File: config.mk
export PLATFORM = sky130hd
export DESIGN_NAME = cfo_crystal_cap_tracker_unit_flat
export DESIGN_NICKNAME = d
export VERILOG_FILES = /design/src/rtl/cfoct_pkg.sv /design/src/rtl/cfoct_if.sv /design/src/rtl/cfoct_accum.sv /design/src/rtl/cfoct_div.sv /design/src/rtl/cfo_crystal_cap_tracker_unit.sv /design/src/flat_wrapper.sv
export SDC_FILE = /design/constraint.sdc
export NUM_CORES = 1
export LEC_CHECK = 0
export BUFFER_PORTS_ARGS = -buffer_cell sky130_fd_sc_hd__clkbuf_2
export CAP_MARGIN = 20
export CORE_UTILIZATION = 39
export CTS_BUF_LIST = sky130_fd_sc_hd__clkbuf_8
export DETAILED_ROUTE_END_ITERATION = 12
export PLACE_DENSITY_LB_ADDON = 0.08
export REMOVE_ABC_BUFFERS = 1
export SLEW_MARGIN = 40
export SYNTH_ARGS = -nofsm -noshare
export SYNTH_HDL_FRONTEND = slang
export SYNTH_SLANG_ARGS = --single-unit
File: constraint.sdc
create_clock -name i_clk -period 6.1 [get_ports i_clk]
set_input_delay 0.915 -clock i_clk [delete_from_list [all_inputs] [get_ports i_clk]]
set_output_delay 0.915 -clock i_clk [all_outputs]
set_load 0.02 [all_outputs]
File: src/rtl/cfoct_pkg.sv
// Shared types, widths and constants of the crystal cap tracker.
// No dependencies; every other source file but the macros header imports this package.
`default_nettype none

package cfoct_pkg;

    // Core widths
    localparam int COUNT_BITS = 16;
    localparam int SUM_BITS   = 24;
    localparam int CFO_BITS   = 8;

    // Scaled magnitude 2.5*|sum| needs one bit more than the sum
    localparam int MAG_W      = SUM_BITS + 1;
    localparam int STEP_W     = $clog2(MAG_W + 1);
    localparam int KSUM_W     = MAG_W + 2;

    // Result and threshold widths
    localparam int AVG_W      = 10;
    localparam int AVG_EXT_W  = AVG_W + 1;
    localparam int CAP_W      = 6;
    localparam int CAP_EXT_W  = CAP_W + 2;
    localparam int TH_W       = 9;

    // Configuration port
    localparam int CFG_IDX_W  = 8;
    localparam int CFG_DATA_W = 9;

    typedef enum logic [CFG_IDX_W-1:0] {
        REG_TRACK_ENABLE = 8'd0,
        REG_INITIAL_CAP  = 8'd1,
        REG_ENABLE_TH    = 8'd2,
        REG_STOP_TH      = 8'd3
    } t_reg_idx;

    // Reset values of the registers
    localparam logic [CAP_W-1:0] CAP_RESET   = 6'd32;
    localparam logic [TH_W-1:0]  EN_TH_RESET = 9'd20;
    localparam logic [TH_W-1:0]  ST_TH_RESET = 9'd10;

    // Average clamp bounds
    localparam logic signed [KSUM_W-1:0] AVG_HI = KSUM_W'(511);
    localparam logic signed [KSUM_W-1:0] AVG_LO = -KSUM_W'(512);

    // Step thresholds and cap limit
    localparam logic signed [AVG_EXT_W-1:0] STEP_TH8 = AVG_EXT_W'(60);
    localparam logic signed [AVG_EXT_W-1:0] STEP_TH4 = AVG_EXT_W'(30);
    localparam logic signed [AVG_EXT_W-1:0] STEP_TH2 = AVG_EXT_W'(15);
    localparam logic signed [CAP_EXT_W-1:0] CAP_MAX  = CAP_EXT_W'(8'h3f);

    typedef enum logic [2:0] {
        ST_IDLE,
        ST_DIV_A,
        ST_DIV_B,
        ST_AVG,
        ST_ADJ
    } t_state;

    // Divider status toward the sequencer
    typedef struct packed {
        logic busy;
        logic done;
    } t_div_stat;

    // 2.5 * |s| with integer parts: 2*m + m/2
    function automatic logic [MAG_W-1:0] f_scale_mag(input logic signed [SUM_BITS-1:0] s);
        logic [SUM_BITS-1:0] m;
        m = s[SUM_BITS-1] ? SUM_BITS'(-s) : SUM_BITS'(s);
        return {m, 1'b0} + {2'b00, m[SUM_BITS-1:1]};
    endfunction

endpackage

`default_nettype wire

File: src/rtl/cfoct_if.sv
// Channel interfaces of the crystal cap tracker: input, result and register write.
// Depends on cfoct_pkg.
`default_nettype none

interface cfoct_in_if;
    import cfoct_pkg::*;
    logic                       valid;
    logic                       ready;
    logic                       action;
    logic signed [CFO_BITS-1:0] cfo_path_a;
    logic signed [CFO_BITS-1:0] cfo_path_b;
    logic                       linked;

    modport source (output valid, action, cfo_path_a, cfo_path_b, linked, input ready);
    modport sink   (input valid, action, cfo_path_a, cfo_path_b, linked, output ready);
endinterface

interface cfoct_out_if;
    import cfoct_pkg::*;
    logic                    valid;
    logic                    ready;
    logic                    evaluated;
    logic signed [AVG_W-1:0] cfo_avg_khz;
    logic                    adjusting;
    logic [CAP_W-1:0]        xtal_cap;
    logic                    cap_written;

    modport source (output valid, evaluated, cfo_avg_khz, adjusting, xtal_cap, cap_written,
                    input ready);
    modport sink   (input valid, evaluated, cfo_avg_khz, adjusting, xtal_cap, cap_written,
                    output ready);
endinterface

interface cfoct_cfg_if;
    import cfoct_pkg::*;
    logic                  valid;
    logic                  ready;
    logic [CFG_IDX_W-1:0]  index;
    logic [CFG_DATA_W-1:0] data;

    modport source (output valid, index, data, input ready);
    modport sink   (input valid, index, data, output ready);
endinterface

`default_nettype wire

File: src/rtl/cfoct_accum.sv
// Per-path saturating CFO sums and the shared saturating packet count.
// Depends on cfoct_pkg.
`default_nettype none

module cfoct_accum (
    input  logic                                 i_clk,
    input  logic                                 i_rst_n,
    input  logic                                 i_add,
    input  logic                                 i_clear,
    input  logic signed [cfoct_pkg::CFO_BITS-1:0] i_cfo_a,
    input  logic signed [cfoct_pkg::CFO_BITS-1:0] i_cfo_b,
    output logic signed [cfoct_pkg::SUM_BITS-1:0] o_sum_a,
    output logic signed [cfoct_pkg::SUM_BITS-1:0] o_sum_b,
    output logic [cfoct_pkg::COUNT_BITS-1:0]      o_count
);
    import cfoct_pkg::*;

    localparam logic signed [SUM_BITS-1:0] SUM_MAX = {1'b0, {(SUM_BITS-1){1'b1}}};
    localparam logic signed [SUM_BITS-1:0] SUM_MIN = {1'b1, {(SUM_BITS-1){1'b0}}};

    logic signed [SUM_BITS-1:0] r_sum_a, r_sum_b, n_sum_a, n_sum_b;
    logic [COUNT_BITS-1:0]      r_count;

    // Add one report and clamp at the signed limits
    function automatic logic signed [SUM_BITS-1:0] f_sat_add(
        input logic signed [SUM_BITS-1:0] s,
        input logic signed [CFO_BITS-1:0] c
    );
        logic signed [SUM_BITS:0] t;
        t = $signed({s[SUM_BITS-1], s}) +
            $signed({{(SUM_BITS+1-CFO_BITS){c[CFO_BITS-1]}}, c});
        if (t[SUM_BITS] != t[SUM_BITS-1]) begin
            return t[SUM_BITS] ? SUM_MIN : SUM_MAX;
        end
        return t[SUM_BITS-1:0];
    endfunction

    assign n_sum_a = f_sat_add(r_sum_a, i_cfo_a);
    assign n_sum_b = f_sat_add(r_sum_b, i_cfo_b);

    // Accumulate on a sample word, drop everything after an evaluation
    always_ff @(posedge i_clk) begin
        if (!i_rst_n) begin
            r_sum_a <= '0;
            r_sum_b <= '0;
            r_count <= '0;
        end else if (i_clear) begin
            r_sum_a <= '0;
            r_sum_b <= '0;
            r_count <= '0;
        end else if (i_add) begin
            r_sum_a <= n_sum_a;
            r_sum_b <= n_sum_b;
            if (r_count != '1) begin
                r_count <= r_count + COUNT_BITS'(1);
            end
        end
    end

    assign o_sum_a = r_sum_a;
    assign o_sum_b = r_sum_b;
    assign o_count = r_count;

endmodule

`default_nettype wire

File: src/rtl/cfoct_div.sv
// Shared restoring divider, one quotient bit per cycle.
// Depends on cfoct_pkg; used for both path averages in turn.
`default_nettype none

module cfoct_div (
    input  logic                              i_clk,
    input  logic                              i_rst_n,
    input  logic                              i_start,
    input  logic [cfoct_pkg::MAG_W-1:0]       i_dividend,
    input  logic [cfoct_pkg::COUNT_BITS-1:0]  i_divisor,
    output cfoct_pkg::t_div_stat              o_stat,
    output logic [cfoct_pkg::MAG_W-1:0]       o_quotient
);
    import cfoct_pkg::*;

    logic                  r_busy;
    logic                  r_done;
    logic [STEP_W-1:0]     r_cnt;
    logic [COUNT_BITS-1:0] r_rem;
    logic [MAG_W-1:0]      r_quo;
    logic [COUNT_BITS-1:0] r_div;
    logic [COUNT_BITS:0]   trial;
    logic [COUNT_BITS:0]   diff;
    logic                  fits;

    // Shift the next dividend bit into the remainder and try to subtract
    assign trial = {r_rem, r_quo[MAG_W-1]};
    assign diff  = trial - {1'b0, r_div};
    assign fits  = trial >= {1'b0, r_div};

    // Sequence control
    always_ff @(posedge i_clk) begin
        if (!i_rst_n) begin
            r_busy <= 1'b0;
            r_done <= 1'b0;
            r_cnt  <= '0;
        end else begin
            r_done <= r_busy && (r_cnt == STEP_W'(1));
            if (i_start) begin
                r_busy <= 1'b1;
                r_cnt  <= STEP_W'(MAG_W);
            end else if (r_busy) begin
                r_cnt <= r_cnt - STEP_W'(1);
                if (r_cnt == STEP_W'(1)) begin
                    r_busy <= 1'b0;
                end
            end
        end
    end

    // Remainder and quotient datapath
    always_ff @(posedge i_clk) begin
        if (i_start) begin
            r_rem <= '0;
            r_quo <= i_dividend;
            r_div <= i_divisor;
        end else if (r_busy) begin
            r_rem <= fits ? diff[COUNT_BITS-1:0] : trial[COUNT_BITS-1:0];
            r_quo <= {r_quo[MAG_W-2:0], fits};
        end
    end

    assign o_stat.busy = r_busy;
    assign o_stat.done = r_done;
    assign o_quotient  = r_quo;

endmodule

`default_nettype wire

File: src/rtl/cfo_crystal_cap_tracker_unit.sv
// Top level of the crystal cap tracker: sequencer, averaging and cap stepping.
// Depends on cfoct_pkg, cfoct_if, cfoct_accum and cfoct_div.
//
// Usage:
//   i_in carries words: action 0 is a packet sample (two per-path CFO reports),
//   action 1 is a tracking tick (with the linked flag). o_res carries one result
//   word per tick and none per sample. i_cfg writes the four registers; it is
//   always ready, but it is to be written only while the block is idle; the
//   block itself does not enforce this. A sample is added to the sums when
//   accepted and i_in stays ready for the next cycle. A tick that does not
//   evaluate (disabled, unlinked or no samples) goes to the adjust state, and
//   its result becomes valid when i_in is ready again. An evaluating tick runs
//   both path averages, path A and then path B, through one shared bit-serial
//   divider, MAG_W = SUM_BITS + 1 steps each, then passes the averaging state
//   and the adjust state; i_in is not ready until the tick is back in idle.
//   The result sits in an output register; a stalled receiver holds it, and a
//   tick waits in its adjust cycle until that register is free.
//   Reset clears the sums, count and adjust flag, loads the cap with 32 and
//   restores the register defaults (tracking off, thresholds 20 and 10 kHz).
`default_nettype none

module cfo_crystal_cap_tracker_unit (
    input  logic        i_clk,
    input  logic        i_rst_n,
    cfoct_in_if.sink    i_in,
    cfoct_out_if.source o_res,
    cfoct_cfg_if.sink   i_cfg
);
    import cfoct_pkg::*;

    t_state r_state, n_state;

    // Registers
    logic             r_track_en;
    logic [TH_W-1:0]  r_en_th;
    logic [TH_W-1:0]  r_st_th;
    logic [CAP_W-1:0] r_cap;
    logic             r_adjust;

    // Work values of one tick
    logic                    r_eval;
    logic                    r_neg_a, r_neg_b;
    logic [MAG_W-1:0]        r_q_a;
    logic signed [AVG_W-1:0] r_avg;

    // Output register
    logic                    r_out_valid;
    logic                    r_out_eval;
    logic signed [AVG_W-1:0] r_out_avg;
    logic                    r_out_adj;
    logic [CAP_W-1:0]        r_out_cap;
    logic                    r_out_wr;

    logic                          in_acc, tick, sample, cond, out_free;
    logic                          div_start, acc_clear;
    logic [MAG_W-1:0]              div_dividend, quotient;
    t_div_stat                     div_stat;
    logic signed [SUM_BITS-1:0]    sum_a, sum_b;
    logic [COUNT_BITS-1:0]         count;

    logic signed [MAG_W:0]         k_a, k_b;
    logic signed [KSUM_W-1:0]      k_sum, k_rnd, k_half;
    logic signed [AVG_W-1:0]       avg_clamped;

    logic signed [AVG_EXT_W-1:0]   avg_x, en_x, st_x, mag;
    logic                          flag_n;
    logic [3:0]                    step;
    logic signed [CAP_EXT_W-1:0]   cap_t;
    logic [CAP_W-1:0]              cap_new;
    logic                          wr_new;

    // Handshake decode
    assign i_in.ready = (r_state == ST_IDLE);
    assign i_cfg.ready = 1'b1;
    assign in_acc   = i_in.valid && i_in.ready;
    assign tick     = in_acc && i_in.action;
    assign sample   = in_acc && !i_in.action;
    assign cond     = r_track_en && i_in.linked && (count != '0);
    assign out_free = !r_out_valid || o_res.ready;

    cfoct_accum u_accum (
        .i_clk   (i_clk),
        .i_rst_n (i_rst_n),
        .i_add   (sample),
        .i_clear (acc_clear),
        .i_cfo_a (i_in.cfo_path_a),
        .i_cfo_b (i_in.cfo_path_b),
        .o_sum_a (sum_a),
        .o_sum_b (sum_b),
        .o_count (count)
    );

    // Path A goes in from idle, path B when A finishes
    assign div_dividend = (r_state == ST_IDLE) ? f_scale_mag(sum_a) : f_scale_mag(sum_b);

    cfoct_div u_div (
        .i_clk      (i_clk),
        .i_rst_n    (i_rst_n),
        .i_start    (div_start),
        .i_dividend (div_dividend),
        .i_divisor  (count),
        .o_stat     (div_stat),
        .o_quotient (quotient)
    );

    // Sequencer
    always_comb begin
        n_state   = r_state;
        div_start = 1'b0;
        acc_clear = 1'b0;
        unique case (r_state)
            ST_IDLE: begin
                if (tick) begin
                    if (cond) begin
                        div_start = 1'b1;
                        n_state   = ST_DIV_A;
                    end else begin
                        n_state = ST_ADJ;
                    end
                end
            end
            ST_DIV_A: begin
                if (div_stat.done) begin
                    div_start = 1'b1;
                    n_state   = ST_DIV_B;
                end
            end
            ST_DIV_B: begin
                if (div_stat.done) begin
                    n_state = ST_AVG;
                end
            end
            ST_AVG: begin
                acc_clear = 1'b1;
                n_state   = ST_ADJ;
            end
            ST_ADJ: begin
                if (out_free) begin
                    n_state = ST_IDLE;
                end
            end
            default: n_state = ST_IDLE;
        endcase
    end

    // Signed path averages, their mean truncated toward zero, then clamp
    always_comb begin
        k_a    = r_neg_a ? -$signed({1'b0, r_q_a}) : $signed({1'b0, r_q_a});
        k_b    = r_neg_b ? -$signed({1'b0, quotient}) : $signed({1'b0, quotient});
        k_sum  = KSUM_W'(k_a) + KSUM_W'(k_b);
        k_rnd  = k_sum + $signed({{(KSUM_W-1){1'b0}}, k_sum[KSUM_W-1]});
        k_half = k_rnd >>> 1;
        if (k_half > AVG_HI) begin
            avg_clamped = AVG_HI[AVG_W-1:0];
        end else if (k_half < AVG_LO) begin
            avg_clamped = AVG_LO[AVG_W-1:0];
        end else begin
            avg_clamped = k_half[AVG_W-1:0];
        end
    end

    // Hysteresis and cap step
    always_comb begin
        avg_x = AVG_EXT_W'(r_avg);
        en_x  = $signed({2'b00, r_en_th});
        st_x  = $signed({2'b00, r_st_th});
        mag   = avg_x[AVG_EXT_W-1] ? -avg_x : avg_x;
        if (r_adjust) begin
            flag_n = !((avg_x < st_x) && (avg_x > -st_x));
        end else begin
            flag_n = (avg_x > en_x) || (avg_x < -en_x);
        end
        priority if (mag > STEP_TH8) begin
            step = 4'd8;
        end else if (mag > STEP_TH4) begin
            step = 4'd4;
        end else if (mag > STEP_TH2) begin
            step = 4'd2;
        end else begin
            step = 4'd1;
        end
        cap_t = $signed({2'b00, r_cap});
        if (avg_x > st_x) begin
            cap_t = cap_t + $signed({4'b0000, step});
        end else if (avg_x < -st_x) begin
            cap_t = cap_t - $signed({4'b0000, step});
        end
        if (cap_t > CAP_MAX) begin
            cap_new = CAP_MAX[CAP_W-1:0];
        end else if (cap_t < 0) begin
            cap_new = '0;
        end else begin
            cap_new = cap_t[CAP_W-1:0];
        end
        wr_new = r_eval && flag_n && (cap_new != r_cap);
    end

    // Control state, tracking state and registers
    always_ff @(posedge i_clk) begin
        if (!i_rst_n) begin
            r_state     <= ST_IDLE;
            r_out_valid <= 1'b0;
            r_track_en  <= 1'b0;
            r_en_th     <= EN_TH_RESET;
            r_st_th     <= ST_TH_RESET;
            r_cap       <= CAP_RESET;
            r_adjust    <= 1'b0;
        end else begin
            r_state <= n_state;
            if ((r_state == ST_ADJ) && out_free) begin
                r_out_valid <= 1'b1;
                if (r_eval) begin
                    r_adjust <= flag_n;
                    if (flag_n) begin
                        r_cap <= cap_new;
                    end
                end
            end else if (r_out_valid && o_res.ready) begin
                r_out_valid <= 1'b0;
            end
            if (i_cfg.valid) begin
                case (i_cfg.index)
                    REG_TRACK_ENABLE: r_track_en <= i_cfg.data[0];
                    REG_INITIAL_CAP:  r_cap      <= i_cfg.data[CAP_W-1:0];
                    REG_ENABLE_TH:    r_en_th    <= i_cfg.data[TH_W-1:0];
                    REG_STOP_TH:      r_st_th    <= i_cfg.data[TH_W-1:0];
                    default:          ;
                endcase
            end
        end
    end

    // Tick work values and result payload
    always_ff @(posedge i_clk) begin
        if (tick) begin
            r_eval  <= cond;
            r_neg_a <= sum_a[SUM_BITS-1];
            r_neg_b <= sum_b[SUM_BITS-1];
            if (!cond) begin
                r_avg <= '0;
            end
        end
        if ((r_state == ST_DIV_A) && div_stat.done) begin
            r_q_a <= quotient;
        end
        if (r_state == ST_AVG) begin
            r_avg <= avg_clamped;
        end
        if ((r_state == ST_ADJ) && out_free) begin
            r_out_eval <= r_eval;
            r_out_avg  <= r_avg;
            r_out_adj  <= r_eval ? flag_n : r_adjust;
            r_out_cap  <= (r_eval && flag_n) ? cap_new : r_cap;
            r_out_wr   <= wr_new;
        end
    end

    assign o_res.valid       = r_out_valid;
    assign o_res.evaluated   = r_out_eval;
    assign o_res.cfo_avg_khz = r_out_avg;
    assign o_res.adjusting   = r_out_adj;
    assign o_res.xtal_cap    = r_out_cap;
    assign o_res.cap_written = r_out_wr;

endmodule

`default_nettype wire

File: src/flat_wrapper.sv
// flat-port wrapper written by rule: the top's interface ports become plain ports
module cfo_crystal_cap_tracker_unit_flat import cfoct_pkg::*;
  (i_clk, i_rst_n, i_in_valid, i_in_action, i_in_cfo_path_a, i_in_cfo_path_b, i_in_linked, i_in_ready, o_res_valid, o_res_evaluated, o_res_cfo_avg_khz, o_res_adjusting, o_res_xtal_cap, o_res_cap_written, o_res_ready, i_cfg_valid, i_cfg_index, i_cfg_data, i_cfg_ready);
  cfoct_in_if i_in_i ();
  cfoct_out_if o_res_i ();
  cfoct_cfg_if i_cfg_i ();
  input  logic i_clk;
  input  logic i_rst_n;
  input wire logic [$bits(i_in_i.valid)-1:0] i_in_valid;
  input wire logic [$bits(i_in_i.action)-1:0] i_in_action;
  input wire logic [$bits(i_in_i.cfo_path_a)-1:0] i_in_cfo_path_a;
  input wire logic [$bits(i_in_i.cfo_path_b)-1:0] i_in_cfo_path_b;
  input wire logic [$bits(i_in_i.linked)-1:0] i_in_linked;
  output wire logic [$bits(i_in_i.ready)-1:0] i_in_ready;
  output wire logic [$bits(o_res_i.valid)-1:0] o_res_valid;
  output wire logic [$bits(o_res_i.evaluated)-1:0] o_res_evaluated;
  output wire logic [$bits(o_res_i.cfo_avg_khz)-1:0] o_res_cfo_avg_khz;
  output wire logic [$bits(o_res_i.adjusting)-1:0] o_res_adjusting;
  output wire logic [$bits(o_res_i.xtal_cap)-1:0] o_res_xtal_cap;
  output wire logic [$bits(o_res_i.cap_written)-1:0] o_res_cap_written;
  input wire logic [$bits(o_res_i.ready)-1:0] o_res_ready;
  input wire logic [$bits(i_cfg_i.valid)-1:0] i_cfg_valid;
  input wire logic [$bits(i_cfg_i.index)-1:0] i_cfg_index;
  input wire logic [$bits(i_cfg_i.data)-1:0] i_cfg_data;
  output wire logic [$bits(i_cfg_i.ready)-1:0] i_cfg_ready;
  assign i_in_i.valid = i_in_valid;
  assign i_in_i.action = i_in_action;
  assign i_in_i.cfo_path_a = i_in_cfo_path_a;
  assign i_in_i.cfo_path_b = i_in_cfo_path_b;
  assign i_in_i.linked = i_in_linked;
  assign i_in_ready = i_in_i.ready;
  assign o_res_valid = o_res_i.valid;
  assign o_res_evaluated = o_res_i.evaluated;
  assign o_res_cfo_avg_khz = o_res_i.cfo_avg_khz;
  assign o_res_adjusting = o_res_i.adjusting;
  assign o_res_xtal_cap = o_res_i.xtal_cap;
  assign o_res_cap_written = o_res_i.cap_written;
  assign o_res_i.ready = o_res_ready;
  assign i_cfg_i.valid = i_cfg_valid;
  assign i_cfg_i.index = i_cfg_index;
  assign i_cfg_i.data = i_cfg_data;
  assign i_cfg_ready = i_cfg_i.ready;
  cfo_crystal_cap_tracker_unit u_core (.i_clk(i_clk), .i_rst_n(i_rst_n), .i_in(i_in_i), .o_res(o_res_i), .i_cfg(i_cfg_i));
endmodule
==> flow_summary.ini, run 1 <==
[timing]
setup_viol = 0
fmax_mhz = 166
fin_crit_sh_pct = 98.8
fin_skew_ps = 25.3
relSlewSlack_pct = 47.6
final_max_slew_viol_count = 0
tightestPinTransition_ps = 786
rsz0062_at_grt = yes
hold_violations = 0
finalSetupTns_ps = 0
hold_ws_ps = 477
fin_crit_ps = 6030

[global_route]
antenna_found_initial = 0
grt_first_pass_wirelength_um = 86700
use_met3_pct = 3.07
grt_max_degree = 53
grtUsageMet2_pct = 33.6
use_met1_pct = 28.3
busiest_layer = met2
grt_pass1_vias = 16800
grt.overflow.total = 0
grt_util_all_layers_pct = 20.8

[drt]
drtAntennaViolNets = 0
wl_per_cell_um = 16.6
drc = 0
post_drt_via_cell_ratio = 5.46
dr.pass1.iters = 5
vias = 17700
wirelength_um = 53600
drt_iter0_drc = 958

[finish]
area_growth_pct = 13.6
drive_above_1_share_pct = 12.2
nets = 2769
final_cell_count_no_fill = 3233
final_area_mm2 = 0.0224

[place]
dp_hpwl_um = 41200
gp_congestion = 0.863
dp_cells = 3147
placed_area_mm2 = 0.0212
port_buffers = 60

[run]
maxCapViolCount = 0

[logic_synthesis]
synth_edf_count = 98
synth_seq_cells = 215
ys_seq_area_share_pct = 26.8
synth_cell_types = 90
synth_top_family_by_area = compound AO/OA/AOI/OAI gates
synthTopCellsByCount = nand2_1 (200), nor2_1 (200), a21oi_1 (198)
synth_compound_area_share_pct = 23.0
yosys.area_share.simple_pct = 19.3
yosysTopAreaCell = edfxtp_1
netlist_area_mm2 = 0.0197
muxShareOfSynthArea_pct = 2.16
synth_flop_cell = dfxtp_1
synthCells = 2411
synth_top_area_share_pct = 14.9
synthAdderAreaFrac_pct = 14.4
ys_warn_count = 0
yosys-top-cells-area = edfxtp_1 (15%), ha_1 (12%), dfxtp_1 (12%)
avgSynthCellArea_um2 = 8.18
synthArstFlopShare_pct = 0
synth-xor-area-share_pct = 10.3

[floorplan]
initial_core_util_pct = 39.5
die_h_um = 227
dieWidth_um = 227
ios = 62
placementRows = 82
fp.coreArea_mm2 = 0.0500
die_area_mm2 = 0.0515

[clock_tree]
cts.sinks = 215
holdBufCountCts = 0
cts_tree = built
cts-root-buf = clkbuf_8
clkTransAtPathRegs_ps = 60
clock_path_buffers = 3
htreeDepth = 2
insertion_delay_ps = 610
cts_buffers = 42

[power]
internal-power_mw = 3.07
peakVddDrop_mv = 0.152
leakage_nw = 9.23
power_frac_comb_pct = 32.4
cellPowerDensity_mw_per_mm2 = 212
power.share.clock_pct = 34.0
power_frac_seq_pct = 33.6
p_switching_mw = 1.67
sw_frac_of_total_pct = 35.2

[worst_setup_path]
rr_endpoint = u_core.r_avg[6]$_SDFFCE_PN0P_
reg2reg_slack_ps = 70
path_class = reg -> reg
end_kind = register
reg2reg_depth = 27
cp.required_ps = 6460
r2r_start = u_core.r_q_a[0]$_DFFE_PP_
cp_max_fo = 5
cp_data_arrival_time_ps = 6390
start_kind = register

[worst_hold_path]
holdCritPathClass = reg -> reg
hold_path_depth = 2
hold_end = u_core.u_div.r_rem[15]$_SDFFE_PP0P_
hp-start = u_core.u_div.r_rem[15]$_SDFFE_PP0P_

[outcome]
status = complete, no violations
cell families (layout without fill, tap and decap cells):
family | Yosys count | after routing
adders and majority gates | 227 | 227
buffers and inverters | 211 | 360
xor gates and xnor gates | 231 | 231
AOI/OAI and AO/OA | 717 | 717
and+or+nand+nor | 767 | 767
DFF | 215 | 215
other | 1 | 2
muxes | 42 | 42
power groups by stage:
| stage | logic (mW) | registers (mW) | clock network [mW] |
|---|---|---|---|
| 2_1_floorplan | 1.11 | 1.61 | 0 |
| 3_3_place_gp | 1.49 | 1.62 | 0 |
| 3_5_place_dp | 1.51 | 1.63 | 0 |
| 4_1_cts | 1.52 | 1.59 | 1.67 |
| 5_1_grt | 1.71 | 1.60 | 1.72 |
| 6_report | 1.54 | 1.59 | 1.61 |
sequential cells by signal, summed over array words and instances (netlist names), 3 cells and up:
| signal | count |
|---|---|
| u_core.u_accum.o_count | 16 |
| u_core.r_state | 3 |
| u_core.r_en_th | 9 |
| u_core.u_div.r_div | 16 |
| u_core.u_accum.o_sum_b | 24 |
| u_core.u_div.r_cnt | 5 |
| u_core.u_div.o_quotient | 25 |
| u_core.o_res.cfo_avg_khz | 10 |
| u_core.u_accum.o_sum_a | 24 |
| u_core.r_st_th | 9 |
| u_core.r_avg | 10 |
| u_core.r_cap | 6 |
| u_core.r_q_a | 25 |
| u_core.o_res.xtal_cap | 6 |
| u_core.u_div.r_rem | 16 |
timing repair:
item,4_1_cts,5_1_grt
pin swaps,0,1
resized for setup,17,25
cloned,1,0
setup endpoints to repair,9,9
setup buffers,5,3
critical path: stages, from the launching register on:
cell	delay, ps
edfxtp_1	390
inv_2	100
ha_4	140
nand2_2	50
or3_4	340
or4_4	520
nor2_4	110
nand2_2	60
or2_4	260
o31ai_4	180
xnor2_1	150
ha_1	270
a21o_1	190
a211oi_2	260
nand3_1	150
nand3_2	130
o21a_1	190
and2_4	180
ha_4	120
and3_4	170
and3_4	190
nand3_4	70
or3b_4	390
a211oi_2	190
or4b_4	490
o41ai_4	250
buf_4	190
o21ai_1	70
worst max path at each step:
| stage | slack [ps] | end | from |
|---|---|---|---|
| floorplan | -90 | u_core.r_avg[7]$_SDFFCE_PN0P_ | u_core.r_q_a[0]$_DFFE_PP_ |
| global placement | -180 | u_core.r_avg[7]$_SDFFCE_PN0P_ | u_core.r_q_a[0]$_DFFE_PP_ |
| detailed placement | -290 | u_core.r_avg[7]$_SDFFCE_PN0P_ | u_core.r_q_a[0]$_DFFE_PP_ |
| CTS | 9 | u_core.r_avg[7]$_SDFFCE_PN0P_ | u_core.r_q_a[0]$_DFFE_PP_ |
| global route | -190 | u_core.r_avg[6]$_SDFFCE_PN0P_ | u_core.r_q_a[0]$_DFFE_PP_ |
| finish | 70 | u_core.r_avg[6]$_SDFFCE_PN0P_ | u_core.r_q_a[0]$_DFFE_PP_ |
final cells by class:
cell class / instances / area, um^2
fillers: 4981 / 27600
multi-input cells: 1985 / 13900
flip-flops and latches: 215 / 5290
repair buffers: 156 / 1030
well taps: 672 / 841
clock buffers: 45 / 619
inverters: 128 / 480
clock inverters: 31 / 284
diodes: 1 / 2.50
layer usage:
metal	part of all wire (%)	wire, um
met1	49	26200
met3	3.4	1830
met4	2.8	1500
met5	0	0
met2	45	24100
per-stage QoR:
step	util [%]	power [mW]	setup slack, ps
2_1_floorplan	-	2.73	-93.9
3_3_place_gp	42.4	3.12	-180
4_1_cts	44.5	4.78	9.17
6_report	44.8	4.74	70.5
3_5_place_dp	42.4	3.13	-294
5_1_grt	44.8	5.03	-189
layout by cell type, fill, tap and decap left out, drive strengths merged, types with 26 or more instances in the layout:
cell type,n
o21ai,203
nand2,200
nor2,200
a21oi,199
ha,193
xnor2,177
inv,135
dfxtp,117
clkbuf,105
edfxtp,98
buf,96
nand3,65
xor2,54
nor3,52
a21o,43
o31ai,38
mux2i,37
nor2b,35
o21a,34
nand2b,30
a31oi,30
a211oi,30
maj3,26
Power figures use the tool's default switching activity.
==> run 2: changes to the inputs <==
--- a/config.mk
+++ b/config.mk
@@ -9,6 +9,7 @@
 export CAP_MARGIN = 20
 export CORE_UTILIZATION = 39
 export CTS_BUF_LIST = sky130_fd_sc_hd__clkbuf_8
+export CTS_CLUSTER_DIAMETER = 150
 export DETAILED_ROUTE_END_ITERATION = 12
 export PLACE_DENSITY_LB_ADDON = 0.08
 export REMOVE_ABC_BUFFERS = 1
==> constraint.sdc (replaced) <==
create_clock -name i_clk -period 5.1 [get_ports i_clk]
set_input_delay 0.765 -clock i_clk [delete_from_list [all_inputs] [get_ports i_clk]]
set_output_delay 0.765 -clock i_clk [all_outputs]
set_load 0.02 [all_outputs]
==> run 2 against run 1 <==
Against the previous run: the flow now finishes with violations (negative setup slack); largest power group is now combinational logic; sequential cell count stayed put; clock-buffer cell count is 3 higher; largest cell class unchanged; utilization increased by 2.4 points; sequential share of layout area is 1.2 points lower; highest routed layer unchanged.
==> flow_summary.ini, run 2 (synthesis gave the netlist of run 1 again) <==
[outcome]
status = finished with violations
violations = negative setup slack

[timing]
rsz0062_at_grt = yes
tightestPinTransition_ps = 759
hold_violations = 0
fmax_mhz = 167
setup_viol = 10
finalSetupTns_ps = -7910
relSlewSlack_pct = 48.7
worst_slack_ps = -883
fin_skew_ps = 29.1
fin_crit_ps = 5980
final_max_slew_viol_count = 0
fin_crit_sh_pct = 117

[global_route]
grt_util_all_layers_pct = 21.6
antenna_found_initial = 1
grt_pass1_vias = 17700
grt_max_degree = 48
grt_first_pass_wirelength_um = 90100
grt.overflow.total = 0

[floorplan]
fp.coreArea_mm2 = 0.0500
initial_core_util_pct = 39.5
die_area_mm2 = 0.0515
placementRows = 82
dieWidth_um = 227
die_h_um = 227
ios = 62

[worst_setup_path]
cp_max_fo = 5
r2r_start = u_core.r_q_a[0]$_DFFE_PP_
path_class = reg -> reg
reg2reg_slack_ps = -880
reg2reg_depth = 29
rr_endpoint = u_core.r_avg[4]$_SDFFCE_PN0P_
end_kind = register
cp_slowest_stage_delay_ps = 500
cpMaxStageDelayCell = or4b_4
cp_data_arrival_time_ps = 6320
cp.required_ps = 5440
start_kind = register

[drt]
drt_iter0_drc = 838
dr.pass1.iters = 5
wl_per_cell_um = 16.3
vias = 18300
drc = 0
wirelength_um = 55200
drtAntennaViolNets = 0
post_drt_via_cell_ratio = 5.40

[run]
maxCapViolCount = 0

[finish]
nets = 2931
multi_input_area_mm2 = 0.0139
mostFrequentLayoutCells = buf_4 (254), nand2_1 (198), nor2_1 (197)
ff_latch_area_mm2 = 0.00529
drive_above_1_share_pct = 17.5
final_common_cell = buf_4
fill_cells = 5022
area_growth_pct = 19.7

[clock_tree]
clkTransAtPathRegs_ps = 60
holdBufCountCts = 0
cts_buffers = 42
clock_path_buffers = 3
cts.sinks = 215
htreeDepth = 2
cts-root-buf = clkbuf_8
cts_tree = built
insertion_delay_ps = 600

[worst_hold_path]
hp-start = i_cfg_data[6]
hold_end = u_core.r_en_th[6]$_SDFFE_PN0P_
holdCritPathClass = in -> reg
hold_path_depth = 3

[power]
cellPowerDensity_mw_per_mm2 = 236
total_power_mw = 5.58
peakVddDrop_mv = 0.175
leakage_nw = 9.99

[place]
dp_hpwl_um = 43400
pre_cts_ws_ps = -1200
gp_congestion = 0.896
port_buffers = 60
run 2: changes by cell type in the layout (fill, tap and decap cells not counted), sizes merged:
cell / change
buf: +162
clkbuf: +3
clkinv: -4
clkinvlp: +1
inv: +4
bufinv: -4
run 2: critical path, delay by kind of cell, from the launching register on:
kind / cells / cell delay, ps
xor+xnor: 1 / 60
fa+ha+maj: 3 / 420
buf+inv: 3 / 430
flops: 1 / 400
compound gates: 7 / 1300
simple gates: 15 / 3110
run 2: power by group:
| group | leakage [nW] | switching, mW | internal (mW) | total (mW) |
|---|---|---|---|---|
| clock | 0.449 | 0.789 | 0.909 | 1.70 |
| combinational | 7.73 | 1.11 | 0.864 | 1.98 |
| sequential | 1.82 | 0.0663 | 1.84 | 1.90 |
| total | 9.99 | 1.97 | 3.61 | 5.58 |
run 2: metal layers:
layer	vias up	wire length (um)	track usage [%]
li1	9371	-	-
met1	8547	26400	28.5
met2	317	25500	36.1
met3	85	1690	2.37
met4	0	1540	7.82
met5	-	0	0
run 2: layout make-up:
type / count / area share, %
Tap cell: 672 / 3.56
Antenna cell: 1 / 0.0106
Sequential cell: 215 / 22.4
Multi-Input combinational cell: 1985 / 59.0
Clock inverter: 28 / 0.620
Timing Repair Buffer: 318 / 9.62
Inverter: 128 / 2.04
Clock buffer: 48 / 2.80
run 2: through the flow:
step	cells	hold WS (ps)	util, %	instance area, um^2
after floorplan	2328	446	-	19400
after global placement	3306	465	44.9	22400
after detailed placement	3306	469	44.9	22400
after CTS	3391	411	46.9	23400
after global routing	3395	437	47.2	23600
final	3395	457	47.2	23600
run 2: repair_timing:
action,4_1_cts,5_1_grt
gates cloned,1,0
endpoints found under the setup margin,10,11
pin swaps,3,5
resized for setup,31,28
buffers inserted,8,3
run 2: worst max path at each step:
stage                              start                            end  slack (ps)  depth (start not counted)
2_1_floorplan  u_core.r_q_a[0]$_DFFE_PP_  u_core.r_avg[7]$_SDFFCE_PN0P_       -1090                         26
3_3_place_gp   u_core.r_q_a[0]$_DFFE_PP_  u_core.r_avg[7]$_SDFFCE_PN0P_       -1150                         27
3_5_place_dp   u_core.r_q_a[0]$_DFFE_PP_  u_core.r_avg[2]$_SDFFCE_PN0P_       -1200                         27
4_1_cts        u_core.r_q_a[0]$_DFFE_PP_  u_core.r_avg[2]$_SDFFCE_PN0P_        -950                         27
5_1_grt        u_core.r_q_a[0]$_DFFE_PP_  u_core.r_avg[3]$_SDFFCE_PN0P_       -1090                         28
6_report       u_core.r_q_a[0]$_DFFE_PP_  u_core.r_avg[4]$_SDFFCE_PN0P_        -880                         29
==> run 3: changes to the inputs <==
--- a/config.mk
+++ b/config.mk
@@ -5,6 +5,7 @@
 export SDC_FILE = /design/constraint.sdc
 export NUM_CORES = 1
 export LEC_CHECK = 0
+export ABC_AREA = 1
 export BUFFER_PORTS_ARGS = -buffer_cell sky130_fd_sc_hd__clkbuf_2
 export CAP_MARGIN = 20
 export CORE_UTILIZATION = 39
==> run 3 against run 2 <==
Against the previous run: the run still ends with negative setup slack left; utilization down 1.5 points; register-to-register slack better by 640 ps; synthesized cell count up 27%; via count up 10%; critical endpoint is now u_core.r_avg[5]$_SDFFCE_PN0P_; final area up 1.9%; clock power up 13%.
==> flow_summary.ini, run 3 <==
[outcome]
status = finished with violations
violations = negative setup slack

[timing]
fin_crit_ps = 5340
final_max_slew_viol_count = 0
fmax_mhz = 187
fin_crit_sh_pct = 105
hold_violations = 0
finalSetupTns_ps = -2150
relSlewSlack_pct = 43.7
rsz0062_at_grt = yes
setup_viol = 10
worst_slack_ps = -241
tightestPinTransition_ps = 842
fin_skew_ps = 42.6

[logic_synthesis]
synth_seq_cells = 215
ys_seq_area_share_pct = 25.5
synthArstFlopShare_pct = 0
synth_top_area_share_pct = 14.2
synthCells = 3060
ys_warn_count = 0
yosys-top-cells-area = edfxtp_1 (14%), nand2_1 (13%), ha_1 (12%)
synth_flop_cell = dfxtp_1
synth_cell_types = 54
netlist_area_mm2 = 0.0208
synthTopCellsByCount = nand2_1 (727), inv_1 (422), nor2_1 (254)
synth_edf_count = 98
avgSynthCellArea_um2 = 6.78
yosysTopAreaCell = edfxtp_1
yosysMostFrequentCell = nand2_1

[place]
gp_congestion = 0.868
dp_cells = 3872
port_buffers = 60
dp_hpwl_um = 48400
pre_cts_ws_ps = -659

[floorplan]
initial_core_util_pct = 39.5
ios = 62
die_area_mm2 = 0.0541
die_h_um = 233
dieWidth_um = 233
placementRows = 84
fp.coreArea_mm2 = 0.0526

[global_route]
grt_pass1_vias = 19600
grt_util_all_layers_pct = 22.2
grt_max_degree = 47
grt.overflow.total = 0
grt_first_pass_wirelength_um = 98200
antenna_found_initial = 0

[power]
power_frac_comb_pct = 54.4
peakVddDrop_mv = 0.144
sw_frac_of_total_pct = 46.7
leakage_nw = 11.3
power_frac_seq_pct = 23.8
power.share.clock_pct = 21.8
p_switching_mw = 4.12
cellPowerDensity_mw_per_mm2 = 366
internal-power_mw = 4.69

[clock_tree]
htreeDepth = 2
cts.sinks = 215
holdBufCountCts = 0
clkTransAtPathRegs_ps = 60
cts_buffers = 43
clock_path_buffers = 3
insertion_delay_ps = 610
cts-root-buf = clkbuf_8
cts_tree = built

[worst_setup_path]
end_kind = register
cp.required_ps = 5560
reg2reg_slack_ps = -240
path_class = reg -> reg
cp_top_family = simple AND/OR/NAND/NOR gates
start_kind = register
cp_slowest_stage_delay_ps = 430
cp_data_arrival_time_ps = 5800
cpMaxStageDelayCell = edfxtp_1
cp_max_fo = 5
path_buf_inv = 7

[finish]
mostFrequentLayoutCells = nand2_1 (707), inv_1 (423), nor2_1 (240)
area_growth_pct = 15.9
final_common_cell = nand2_1
drive_above_1_share_pct = 13.9
nets = 3499
fill_cells = 5569
final_cell_count_no_fill = 3981

[run]
maxCapViolCount = 0

[drt]
wirelength_um = 60100
drc = 0
dr.pass1.iters = 5
wl_per_cell_um = 15.1
drt_iter0_drc = 897
vias = 20100
drtAntennaViolNets = 0
post_drt_via_cell_ratio = 5.06

[worst_hold_path]
holdCritPathClass = in -> reg
-- run 3: cell types whose count changed after synthesis, moves of 41 or more --
cell / previous run / this run
nor2_1: 200 / 254
xnor2_1: 176 / 52
a21o_1: 43 / 2
nand2_1: 200 / 727
nand3_1: 63 / 165
xor2_1: 54 / 142
inv_1: 126 / 422
-- run 3: path summary, 6_finish.rpt --
path                                                          start                                  end  cells after the start
worst max-delay path                      u_core.r_q_a[1]$_DFFE_PP_        u_core.r_avg[5]$_SDFFCE_PN0P_                     46
worst min-delay path                                  i_cfg_data[2]       u_core.r_en_th[2]$_SDFFE_PN1P_                      3
worst max register to register            u_core.r_q_a[1]$_DFFE_PP_        u_core.r_avg[5]$_SDFFCE_PN0P_                     46
worst min register to register  u_core.u_div.r_rem[13]$_SDFFE_PP0P_  u_core.u_div.r_rem[13]$_SDFFE_PP0P_                      2
-- run 3: cells by family after synthesis --
group / count (synthesis) / share of synthesized area, %
DFF: 215 / 25.5
buffers and inverters: 497 / 9.09
other: 1 / 0.0181
adders and majority gates: 201 / 12.4
xor gates and xnor gates: 194 / 8.19
AOI/OAI and AO/OA: 581 / 16.1
and+or+nand+nor: 1371 / 28.7
-- run 3: power by group through the flow --
stage	clock [mW]	sequential [mW]	combinational, mW
finish	1.92	2.10	4.79
CTS	1.99	2.09	4.74
floorplan	0	2.10	3.34
global route	2.04	2.11	5.42
detailed placement	0	2.13	4.67
global placement	0	2.13	4.65
-- run 3: cell type report --
cell class / count / area (um^2) / share of cell area (%)
multi-input combinational: 2350 / 13900 / 57.9
sequential: 215 / 5290 / 22.0
inverter: 440 / 1650 / 6.88
timing repair buffer: 208 / 1420 / 5.92
tap: 688 / 861 / 3.58
clock buffer: 45 / 619 / 2.58
clock inverter: 33 / 285 / 1.19
antenna: 2 / 5.00 / 0.0208
-- run 3: per-stage QoR --
step	hold WS (ps)	total power [mW]	area (um^2)	utilization (%)
3_5_place_dp	464	6.80	22600	43.0
5_1_grt	447	9.57	24000	45.7
3_3_place_gp	463	6.77	22600	43.0
4_1_cts	400	8.83	23800	45.2
6_report	448	8.80	24000	45.8
2_1_floorplan	431	5.43	20500	-
-- run 3: metal layers --
layer / vias to the layer above / track usage, % / share of wire (%)
li1: 10600 / - / -
met1: 9129 / 29.2 / 48
met2: 302 / 37.8 / 46
met3: 97 / 2.63 / 3.3
met4: 0 / 6.80 / 2.7
met5: - / 0 / 0
-- run 3: worst register-to-register path, delay by kind of cell (launching register included) --
| family | cells | cell delay, ps |
|---|---|---|
| simple gates | 34 | 3320 |
| fa+ha+maj | 3 | 610 |
| buf+inv | 7 | 560 |
| flops | 1 | 430 |
| xor+xnor | 1 | 170 |
| compound gates | 1 | 110 |
-- run 3: timing repair --
item | 4_1_cts | 5_1_grt
gates cloned | 2 | 0
pin swaps | 25 | 53
setup buffers | 17 | 10
endpoints found under the setup margin | 10 | 14
gates resized for setup | 32 | 56
